`config.mk`:
```
export PLATFORM = sky130hd
export DESIGN_NAME = tli_table_mem
export DESIGN_NICKNAME = d
export VERILOG_FILES = /design/src/rtl/tli_pkg.sv /design/src/rtl/tli_table_mem.sv
export SDC_FILE = /design/constraint.sdc
export NUM_CORES = 2
export LEC_CHECK = 0
export BUFFER_PORTS_ARGS = -buffer_cell sky130_fd_sc_hd__buf_4
export CELL_PAD_IN_SITES_DETAIL_PLACEMENT = 1
export CELL_PAD_IN_SITES_GLOBAL_PLACEMENT = 1
export CORE_ASPECT_RATIO = 0.5
export CORE_MARGIN = 3
export CORE_UTILIZATION = 45
export CTS_CLUSTER_DIAMETER = 50
export DETAILED_ROUTE_END_ITERATION = 16
export PLACE_DENSITY_LB_ADDON = 0.1
export SLEW_MARGIN = 20
export SYNTH_ARGS = -nofsm -noshare
export SYNTH_HDL_FRONTEND = slang
export SYNTH_SLANG_ARGS = --single-unit
```
`constraint.sdc`:
```
create_clock -name clk -period 10.7 [get_ports clk]
set_input_delay 2.14 -clock clk [delete_from_list [all_inputs] [get_ports clk]]
set_output_delay 2.14 -clock clk [all_outputs]
set_load 0.01 [all_outputs]
```
`src/rtl/tli_pkg.sv`:
```
// shared types and codes of the table linear interpolator
package tli_pkg;

	localparam int FIELD_W = 32;
	localparam int OP_W    = 2;
	localparam int POS_W   = 7;
	localparam int ST_W    = 2;

	localparam logic [OP_W-1:0] OP_CLEAR  = 2'd0;
	localparam logic [OP_W-1:0] OP_APPEND = 2'd1;
	localparam logic [OP_W-1:0] OP_QUERY  = 2'd2;

	localparam logic [ST_W-1:0] ST_OK    = 2'd0;
	localparam logic [ST_W-1:0] ST_EMPTY = 2'd1;
	localparam logic [ST_W-1:0] ST_NOBR  = 2'd2;
	localparam logic [ST_W-1:0] ST_FULL  = 2'd3;

	typedef struct packed {
		logic signed [FIELD_W-1:0] x;
		logic signed [FIELD_W-1:0] y;
	} tli_entry_t;

	typedef struct packed {
		logic               start;
		logic [FIELD_W-1:0] a;
		logic [FIELD_W-1:0] b;
		logic [FIELD_W-1:0] d;
	} tli_md_req_t;

endpackage

```
`src/rtl/tli_table_mem.sv`:
```
// point table memory, one write and one registered read port
module tli_table_mem #(
	parameter int DEPTH = 64,
	parameter int AW    = 6
) (
	input  logic                clk,
	input  logic                wr_en,
	input  logic [AW-1:0]       wr_addr,
	input  tli_pkg::tli_entry_t wr_data,
	input  logic [AW-1:0]       rd_addr,
	output tli_pkg::tli_entry_t rd_data
);
	import tli_pkg::*;

	tli_entry_t mem [DEPTH];

	always_ff @(posedge clk) begin
		if (wr_en) begin
			mem[wr_addr] <= wr_data;
		end
	end

	always_ff @(posedge clk) begin
		rd_data <= mem[rd_addr];
	end

endmodule

```
==> key figures <==
Logic synthesis
  – Post-synth EDFFs: 4,096
  – Post-synth top area cell: edfxtp_1
  – Main synth FF type: edfxtp_1
  – Synthesized Nets: 6,676
  – Cell area after synthesis: 156,000 sq um
  – Post-synthesis mux area share: 0.156
  – Sequential-to-total area share from yosys stat: 0.795
  – YS warnings: 0
  – #FFs+latches synth: 4,160
  – Syn Inst Count: 6,598
  – Adder-cell share of the synthesized area: 0
  – Area fraction of the dominant cell type after synthesis: 0.787
  – Combinational family with the most area after synthesis: multiplexers
  – Avg Cell Area, Syn: 23.7 sq um
  – Complex-gate fraction of the synthesized area: 0.0248
  – Synth top area cells: edfxtp_1 (79%), mux4_2 (15%), mux2i_1 (0.86%)
  – Ys async rst share: 0
  – Area share of and/or/nand/nor cells after synthesis: 0.0124
  – Count of different cell masters after synthesis: 33
  – Xor/xnor share of the synthesized area: 0

Critical path
  – Crit path to: mem[6][41]
  – CP endpoint kind: flip-flop
  – CP max FO: 27
  – CP bufs+invs: 3
  – Crit-path slowest cell: nor2_4
  – R2R Setup Slk: 8.62 ns
  – CP cell instances: buf_4 > nor2b_1 > nand3_1 > nor2_4 > buf_4 > buf_4
  – Crit start category: input port
  – Top Family by Delay on Critical Path: simple AND/OR/NAND/NOR gates
  – Crit Reg-Reg Endpoint: rd_data[26]
  – Worst EP arrival: 5.52 ns
  – Most common cell on crit path: buf_4
  – Crit path depth: 6
  – Worst r2r src: mem[9][26]
  – Critical path type: input port to flip-flop
  – CP Launch Point: wr_en
  – CP required: 11.25 ns
  – Worst Reg-to-Reg Cells: 5
  – Max incr delay on CP: 0.94 ns

STA
  – Rel. slew slack: 0.164
  – Minimum clock period: 4.97 ns
  – Final setup violation count: 0
  – Worst slew pin tran: 1.25 ns
  – RSZ-0062 raised after global routing: false
  – Part of the cycle the worst path needs: 0.465
  – Worst Skew: 0.0451 ns
  – Fmax: 201 MHz
  – Hold Fails Final Rpt: 0
  – Sum of negative setup slack: 0 ns
  – Fin. max-slew vios: 0

Route
  – DR DRC count: 0
  – ANT nets after route: 0
  – Drt first pass iters: 5
  – Routed vias/inst: 6.45
  – Routed WL: 475,000 um
  – Drt wl/cell: 40.0 um
  – DR vias: 76,600
  – DRT iter0 DRCs: 10,900

Placed design
  – Hpwl dp: 248,000 um
  – Buffers on Ports: 141
  – Final Wtd Congestion: 0.765

Clock tree
  – CTS Sinks: 4,160
  – Cts bufs inserted: 370
  – CTS H-tree lvls: 5
  – Reg clk slew, reported paths: 0.06 ns
  – CTS tree: done
  – Clock root cell: clkbuf_16
  – Skew-Pair Late Insertion Delay: 0.96 ns
  – Post-CTS sizing: 0
  – Longest Clk Path Bufs: 4
  – Post-CTS Setup Bufs: 0
  – Cts hold-fix bufs: 0

Worst hold path
  – HP Class: flip-flop to flip-flop

Finish
  – Register area: 124,000 sq um
  – Filler cell count: 29,300
  – Final Core Density: 0.511
  – Layout cells sized above 1: 0.277
  – Total Nets Final: 7,031
  – Area grow syn2layout: 12.5%
  – Multi-input combinational cell area: 30,800 sq um

Power and ir drop
  – Peak supply drop: 0.135 mV
  – Leak Pwr: 54.3 nW
  – PD cells: 188 nW/um^2

GRT
  – Pin count of the biggest net entering global routing: 114
  – GRT Total Usage: 0.266
  – First-pass GRT wire length: 654,000 um
  – Initial antenna violation count: 31
  – Vias in the first global route: 78,300
  – Overflow after GRT: 0

Status
  – Outcome: complete, no violations

Floorplanning
  – Die height: 423 um
  – Top-level I/O count: 142
  – Die ar.: 355,000 sq um
  – Starting Density: 0.454
  – Die W: 840 um
  – Num rows: 152
  – Core footprint: 344,000 sq um

Flow run
  – Max Cap Viol: 0
## registers in the layout, summed over array words and instances (netlist names)
signal / count
mem: 4096
rd_data: 64
## cell families after synthesis
logic type | Yosys count
and+or+nand+nor | 386
AOI/OAI and AO/OA | 504
buffers and inverters | 389
DFF | 4160
muxes | 1159
## cells in the final DEF (no fill, tap or decap), types with 11 or more instances in the layout
cell type      n
a41oi_1       26
a22oi_1      168
nand2_1       55
mux2i_1      135
bufinv_16     31
or3_1         29
diode_2       18
edfxtp_1    4096
buf_4        317
a22o_1        88
o22ai_1       83
dfxtp_1       64
clkinv_2      63
a2bb2oi_1     19
and3_1        64
or2_2         28
nor2_1        47
clkbuf_16    376
clkinv_1      58
nor2b_1       24
buf_12        32
mux4_2      1024
clkbuf_1      84
nand3_1       45
clkinvlp_4    11
o221ai_1      38
clkbuf_8      20
nor2_4        65
inv_1         19
a31oi_1       18
a211oi_1      63
## metal layers
metal,up-vias,GRT usage,part of all wire
li1,29200,-,-
met3,598,0.0427,0.086
met2,3857,0.411,0.47
met5,-,0,0.000025
met1,43000,0.404,0.43
met4,2,0.0607,0.024
## synth_stat cells (all sizes together) (28+ instances only)
master	instances
or2	28
o221ai	38
or3	29
dfxtp	64
nor2	112
a22oi	168
mux2i	135
buf	230
clkbuf	140
mux4	1024
and3	64
nor2b	28
nand3	45
a211oi	63
nand2	58
edfxtp	4096
a22o	88
o22ai	83
## worst min-delay path, delay by kind of cell (launching register included)
kind	cells	cell delay (ns)
DFF	1	0.32
AOI/OAI and AO/OA	1	0.06
and+or+nand+nor	2	0.23
muxes	1	0.24
## how the worst min path moves through the flow
stage / cells past startpoint / endpoint / startpoint / slack, ns
after global routing: 4 / rd_data[50] / mem[52][50] / 0.91
after CTS: 4 / rd_data[50] / mem[52][50] / 0.88
final: 4 / rd_data[61] / mem[30][61] / 0.88
after detailed placement: 4 / rd_data[61] / mem[31][61] / 0.85
after global placement: 4 / rd_data[61] / mem[14][61] / 0.82
after floorplan: 4 / rd_data[61] / mem[30][61] / 0.79
## final cells by class
type	instances	area share
inverter	19	0.000405
clock inverter	189	0.0107
clock buffer	480	0.0568
sequential	4160	0.706
multi-input combinational	2049	0.175
tap	4620	0.0329
timing repair buffer	353	0.0176
antenna	18	0.000256
## through the flow
step | hold slack (ns) | cell area (sq um) | std cells | total power [mW] | setup WS, ns
6_report | 0.878 | 176000 | 11900 | 33.1 | 5.73
5_1_grt | 0.908 | 176000 | 11900 | 34.1 | 5.44
4_1_cts | 0.882 | 176000 | 11900 | 33.4 | 5.73
3_5_place_dp | 0.850 | 164000 | 11200 | 20.1 | 4.72
3_3_place_gp | 0.821 | 164000 | 11200 | 20.0 | 4.79
2_1_floorplan | 0.788 | 156000 | 6598 | 19.3 | 3.12
## report_power, final
part           leakage, nW  switching [mW]  internal, mW
clock network         5.81            6.05          7.38
registers             37.4          0.0684          18.0
logic                 11.1            1.00         0.583
Power figures use the tool's default switching activity.
