--- config.mk ---
export PLATFORM = sky130hd
export DESIGN_NAME = tli_muldiv
export DESIGN_NICKNAME = d
export VERILOG_FILES = /design/src/rtl/tli_pkg.sv /design/src/rtl/tli_muldiv.sv
export SDC_FILE = /design/constraint.sdc
export NUM_CORES = 2
export LEC_CHECK = 0
export BUFFER_PORTS_ARGS = -buffer_cell sky130_fd_sc_hd__buf_2
export CAP_MARGIN = 25
export CELL_PAD_IN_SITES_DETAIL_PLACEMENT = 1
export CELL_PAD_IN_SITES_GLOBAL_PLACEMENT = 1
export CORE_ASPECT_RATIO = 1.4
export CORE_MARGIN = 10
export CORE_UTILIZATION = 40
export CTS_CLUSTER_DIAMETER = 150
export DETAILED_ROUTE_END_ITERATION = 6
export PLACE_DENSITY_LB_ADDON = 0.1
export RECOVER_POWER = 25
export SLEW_MARGIN = 5
export SYNTH_ARGS = -nofsm -noshare
export SYNTH_HDL_FRONTEND = slang
export SYNTH_SLANG_ARGS = --single-unit
export TNS_END_PERCENT = 100
--- constraint.sdc ---
create_clock -name clk -period 3.65 [get_ports clk]
set_input_delay 0.1825 -clock clk [delete_from_list [all_inputs] [get_ports clk]]
set_output_delay 0.1825 -clock clk [all_outputs]
set_load 0.05 [all_outputs]
--- src/rtl/tli_pkg.sv ---
// shared types and codes of the table linear interpolator
package tli_pkg;

	localparam int FIELD_W = 32;
	localparam int OP_W    = 2;
	localparam int POS_W   = 7;
	localparam int ST_W    = 2;

	localparam logic [OP_W-1:0] OP_CLEAR  = 2'd0;
	localparam logic [OP_W-1:0] OP_APPEND = 2'd1;
	localparam logic [OP_W-1:0] OP_QUERY  = 2'd2;

	localparam logic [ST_W-1:0] ST_OK    = 2'd0;
	localparam logic [ST_W-1:0] ST_EMPTY = 2'd1;
	localparam logic [ST_W-1:0] ST_NOBR  = 2'd2;
	localparam logic [ST_W-1:0] ST_FULL  = 2'd3;

	typedef struct packed {
		logic signed [FIELD_W-1:0] x;
		logic signed [FIELD_W-1:0] y;
	} tli_entry_t;

	typedef struct packed {
		logic               start;
		logic [FIELD_W-1:0] a;
		logic [FIELD_W-1:0] b;
		logic [FIELD_W-1:0] d;
	} tli_md_req_t;

endpackage

--- src/rtl/tli_muldiv.sv ---
// floor(a * b / d) with a < d: one multiply, then a 32-step shift-subtract divide
module tli_muldiv (
	input  logic                         clk,
	input  logic                         arst_n,
	input  tli_pkg::tli_md_req_t         req,
	output logic                         done,
	output logic [tli_pkg::FIELD_W-1:0]  quot
);
	import tli_pkg::*;

	localparam logic [1:0] P_IDLE = 2'd0;
	localparam logic [1:0] P_LOAD = 2'd1;
	localparam logic [1:0] P_RUN  = 2'd2;

	localparam int CNT_W = $clog2(FIELD_W);

	logic [1:0]           phase_q;
	logic [CNT_W-1:0]     cnt_q;
	logic                 done_q;
	logic [2*FIELD_W-1:0] prod_q;
	logic [FIELD_W-1:0]   d_q;
	logic [FIELD_W-1:0]   rem_q;
	logic [FIELD_W-1:0]   lo_q;
	logic [FIELD_W-1:0]   quot_q;

	logic [FIELD_W:0]     trial;
	logic [FIELD_W:0]     diff;
	logic                 ge;

	always_comb begin
		trial = {rem_q, lo_q[FIELD_W-1]};
		diff  = trial - {1'b0, d_q};
		ge    = trial >= {1'b0, d_q};
	end

	always_ff @(posedge clk or negedge arst_n) begin
		if (!arst_n) begin
			phase_q <= P_IDLE;
			cnt_q   <= '0;
			done_q  <= 1'b0;
		end else begin
			done_q <= 1'b0;
			unique case (phase_q)
				P_IDLE: begin
					if (req.start) begin
						phase_q <= P_LOAD;
					end
				end
				P_LOAD: begin
					cnt_q   <= '0;
					phase_q <= P_RUN;
				end
				P_RUN: begin
					cnt_q <= cnt_q + CNT_W'(1);
					if (cnt_q == CNT_W'(FIELD_W - 1)) begin
						done_q  <= 1'b1;
						phase_q <= P_IDLE;
					end
				end
				default: begin
					phase_q <= P_IDLE;
				end
			endcase
		end
	end

	always_ff @(posedge clk) begin
		if (phase_q == P_IDLE && req.start) begin
			prod_q <= (2*FIELD_W)'(req.a) * (2*FIELD_W)'(req.b);
			d_q    <= req.d;
		end
		if (phase_q == P_LOAD) begin
			rem_q  <= prod_q[2*FIELD_W-1:FIELD_W];
			lo_q   <= prod_q[FIELD_W-1:0];
			quot_q <= '0;
		end
		if (phase_q == P_RUN) begin
			rem_q  <= ge ? diff[FIELD_W-1:0] : trial[FIELD_W-1:0];
			lo_q   <= {lo_q[FIELD_W-2:0], 1'b0};
			quot_q <= {quot_q[FIELD_W-2:0], ge};
		end
	end

	assign done = done_q;
	assign quot = quot_q;

endmodule

==> metrics.csv <==
stage,metric,value,unit
run_status,status,finished with violations,
run_status,violations,"max-capacitance violations, max-slew violations, negative setup slack",
sta,holdWs,0.146,ns
synth,synth_top_flop_cell,edfxtp_1,
sta,drv_slew,134,
floorplan,ios,132,
worst_hold_path,min-delay-start,req[96],
setup_path,cp-startpoint,req[75],
synth,yosysMostFrequentCell,inv_1,
drt,drt-total-wl,131000,um
cells_and_area,drive_gt1_frac,0.224,
setup_path,path_max_fanout,7,
drt,viasPerCell,5.01,
sta,finalSetupViolations,58,
synth,ys_warn_count,0,
synth,syn-num-nets,5690,
clock_tree,cts.sinks,200,
synth,yosys.area.top_type,fa_1,
drt,drtIter0Drc,1134,
setup_path,slowest_delay,0.58,ns
synth,syn_avg_cell_area,9.65,um^2
clock_tree,clkTransAtPathRegs,0.07,ns
clock_tree,cts_tree,built,
synth,synthTopCellsByArea,"fa_1 42%, edfxtp_1 14%, and2_1 9.1%, ha_1 8.9%, inv_1 8.2%",
clock_tree,clk_latency,0.51,ns
cells_and_area,area_delta_synth_final,24.6,%
setup_path,end_kind,register,
global_route,track_usage,0.221,
synth,syn-cell-area,42400,um^2
floorplan,core,105000,um^2
floorplan,initial_core_util,0.403,
global_route,grt_pass1_vias,37000,
sta,tightest_slew,2.47,ns
clock_tree,htree_levels,4,
sta,hold_viol_final,0,
setup_path,worstPathRequired,3.92,ns
setup_path,rr_worst_depth,13,
floorplan,die_h,405,um
setup_path,cpMostUsedCell,fa_1,
synth,synth_cell_type_count,65,
sta,worst_slack,-3.10,ns
drt,drcViolationCount,0,
synth,syn_inst,4392,
synth,yosys.area.top_type_share,0.424,
sta,finClkSkew,0.0212,ns
placed_design,gp_congestion,0.858,
global_route,grt_max_degree,134,
synth,yosysSeqAreaShare,0.140,
setup_path,r2r-start,rem_q[4]$_DFFE_PP_,
clock_tree,cts_made_buffers,25,
drt,ant_nets,0,
clock_tree,cts.root.buffer_cell,clkbuf_16,
placed_design,place.port_buffers,131,
cells_and_area,nets,6215,
placed_design,dp_hpwl,109000,um
global_route,overflow,0,
synth,async_flop_share,0.0400,
synth,synth_seq_cells,200,
worst_hold_path,hold_path.class,input pin to register,
drt,drtPass1Iterations,5,
global_route,grt_pass1_wl,206000,um
sta,rsz0062_at_grt,true,
run,max_cap_violations,1,
cells_and_area,multi_input_comb_area,34100,um^2
synth,synth-edff-count,191,
sta,max_slew_margin,-0.645,
sta,fin_crit_sh,1.85,
global_route,antenna_found_initial,4,
sta,finalCriticalPeriod,6.75,ns
setup_path,start_kind,input pin,
setup_path,arrival,7.02,ns
drt,wl_per_cell,20.8,um
floorplan,rows,141,
worst_hold_path,min_path_cells,3,
setup_path,cp_slowest_cell,fa_1,
floorplan,die-area,120000,um^2
sta,fmax,148,MHz
drt,num_vias,31500,
clock_tree,clk_path_buf_depth,3,
setup_path,crit_type,input pin to register,
cells_and_area,fill_cells,11600,
floorplan,die_w,295,um
cells_and_area,regArea,5960,um^2
synth,yosys-top-cells-count,"927 x inv_1, 897 x fa_1, 615 x and2_1",
## worst max-delay path: cells and delay by family
family / cells / cell delay (ns)
adders and majority gates: 9 / 4.28
AOI/OAI and AO/OA: 5 / 0.92
and+or+nand+nor: 5 / 0.92
buffers and inverters: 9 / 0.64
xor gates and xnor gates: 1 / 0.08
## flip-flops by register name (all words and copies together), names as in the netlist
name     count
rem_q       32
prod_q      64
quot        32
lo_q        32
done         1
cnt_q        5
phase_q      2
d_q         32
## metrics by stage
stage / instance area (um^2) / setup TNS (ns) / setup slack [ns] / utilization / cells
floorplan: 43100 / -134.22 / -3.12 / - / 4392
detailed placement: 48500 / -186.11 / -3.97 / 0.461 / 6127
global placement: 48500 / -181.50 / -3.84 / 0.461 / 6127
CTS: 51700 / -135.18 / -3.06 / 0.491 / 6240
finish: 52800 / -140.85 / -3.10 / 0.502 / 6284
global route: 52800 / -153.79 / -3.33 / 0.502 / 6282
## routing by layer
metal / share of wire / wire length (um) / vias to the layer above / track usage
met5: 0.00018 / 23 / - / 0
met4: 0.029 / 3760 / 4 / 0.0551
met3: 0.032 / 4200 / 162 / 0.0239
met2: 0.53 / 69300 / 477 / 0.411
met1: 0.41 / 53600 / 16600 / 0.269
li1: - / - / 14300 / -
## cell type report
type,count,area share
Multi-Input combinational cell,3022,0.646
Timing Repair Buffer,741,0.130
Antenna cell,3,0.000142
Clock buffer,26,0.0119
Tap cell,1358,0.0322
Sequential cell,200,0.113
Inverter,927,0.0659
Clock inverter,7,0.00104
## cells in the final DEF, fill, tap and decap left out, types with 15 or more instances in the layout
| master | instances |
|---|---|
| a21o_1 | 51 |
| o21ai_0 | 31 |
| a22o_1 | 31 |
| inv_1 | 881 |
| nand3_1 | 26 |
| xor2_1 | 28 |
| edfxtp_1 | 191 |
| a21oi_2 | 36 |
| a21oi_1 | 91 |
| o21bai_1 | 18 |
| fa_1 | 816 |
| clkbuf_16 | 28 |
| nor2_1 | 62 |
| buf_2 | 44 |
| buf_4 | 426 |
| nand2_1 | 506 |
| mux2i_1 | 27 |
| clkbuf_1 | 44 |
| ha_4 | 57 |
| dlygate4sd3_1 | 33 |
| inv_2 | 45 |
| ha_1 | 244 |
| and2_4 | 49 |
| fa_2 | 81 |
| xnor2_1 | 35 |
| buf_12 | 62 |
| a21oi_4 | 15 |
| nand4_1 | 21 |
| buf_6 | 111 |
| and2_1 | 563 |
## what timing repair did
action                                 in CTS  in global routing
pin swaps                                 212                183
setup endpoints to repair                  58                 60
buffers inserted                           48                 42
hold buffers                               33                  0
resized for setup                         403                214
endpoints found under the hold margin      40                  0
gates cloned                                7                  3
## worst paths after layout
kind / end / slack (ns)
worst max-delay path: prod_q[53]$_DFFE_PP_ / -3.10
worst min-delay path: phase_q[0]$_DFFE_PN0P_ / 0.15
worst max register to register: rem_q[25]$_DFFE_PP_ / 0.12
worst min register to register: lo_q[0]$_SDFFE_PP0N_ / 0.50
max in group asynchronous: done$_DFF_PN0_ / 3.17
min in group asynchronous: cnt_q[0]$_DFFE_PN0P_ / 0.16
## cell families (layout without fill, tap and decap cells)
kind of cell,Yosys count,in the layout,synth area share
and+or+nand+nor,1323,1323,0.159
adders and majority gates,1199,1199,0.513
buffers and inverters,1170,1701,0.105
AOI/OAI and AO/OA,384,384,0.0585
DFF,200,200,0.140
xor gates and xnor gates,85,85,0.0176
muxes,31,31,0.00744
other,0,3,0
Power is left out: the tool's default activity adds up to more than one toggle a clock period on the data nets, which glitch-free logic cannot reach.
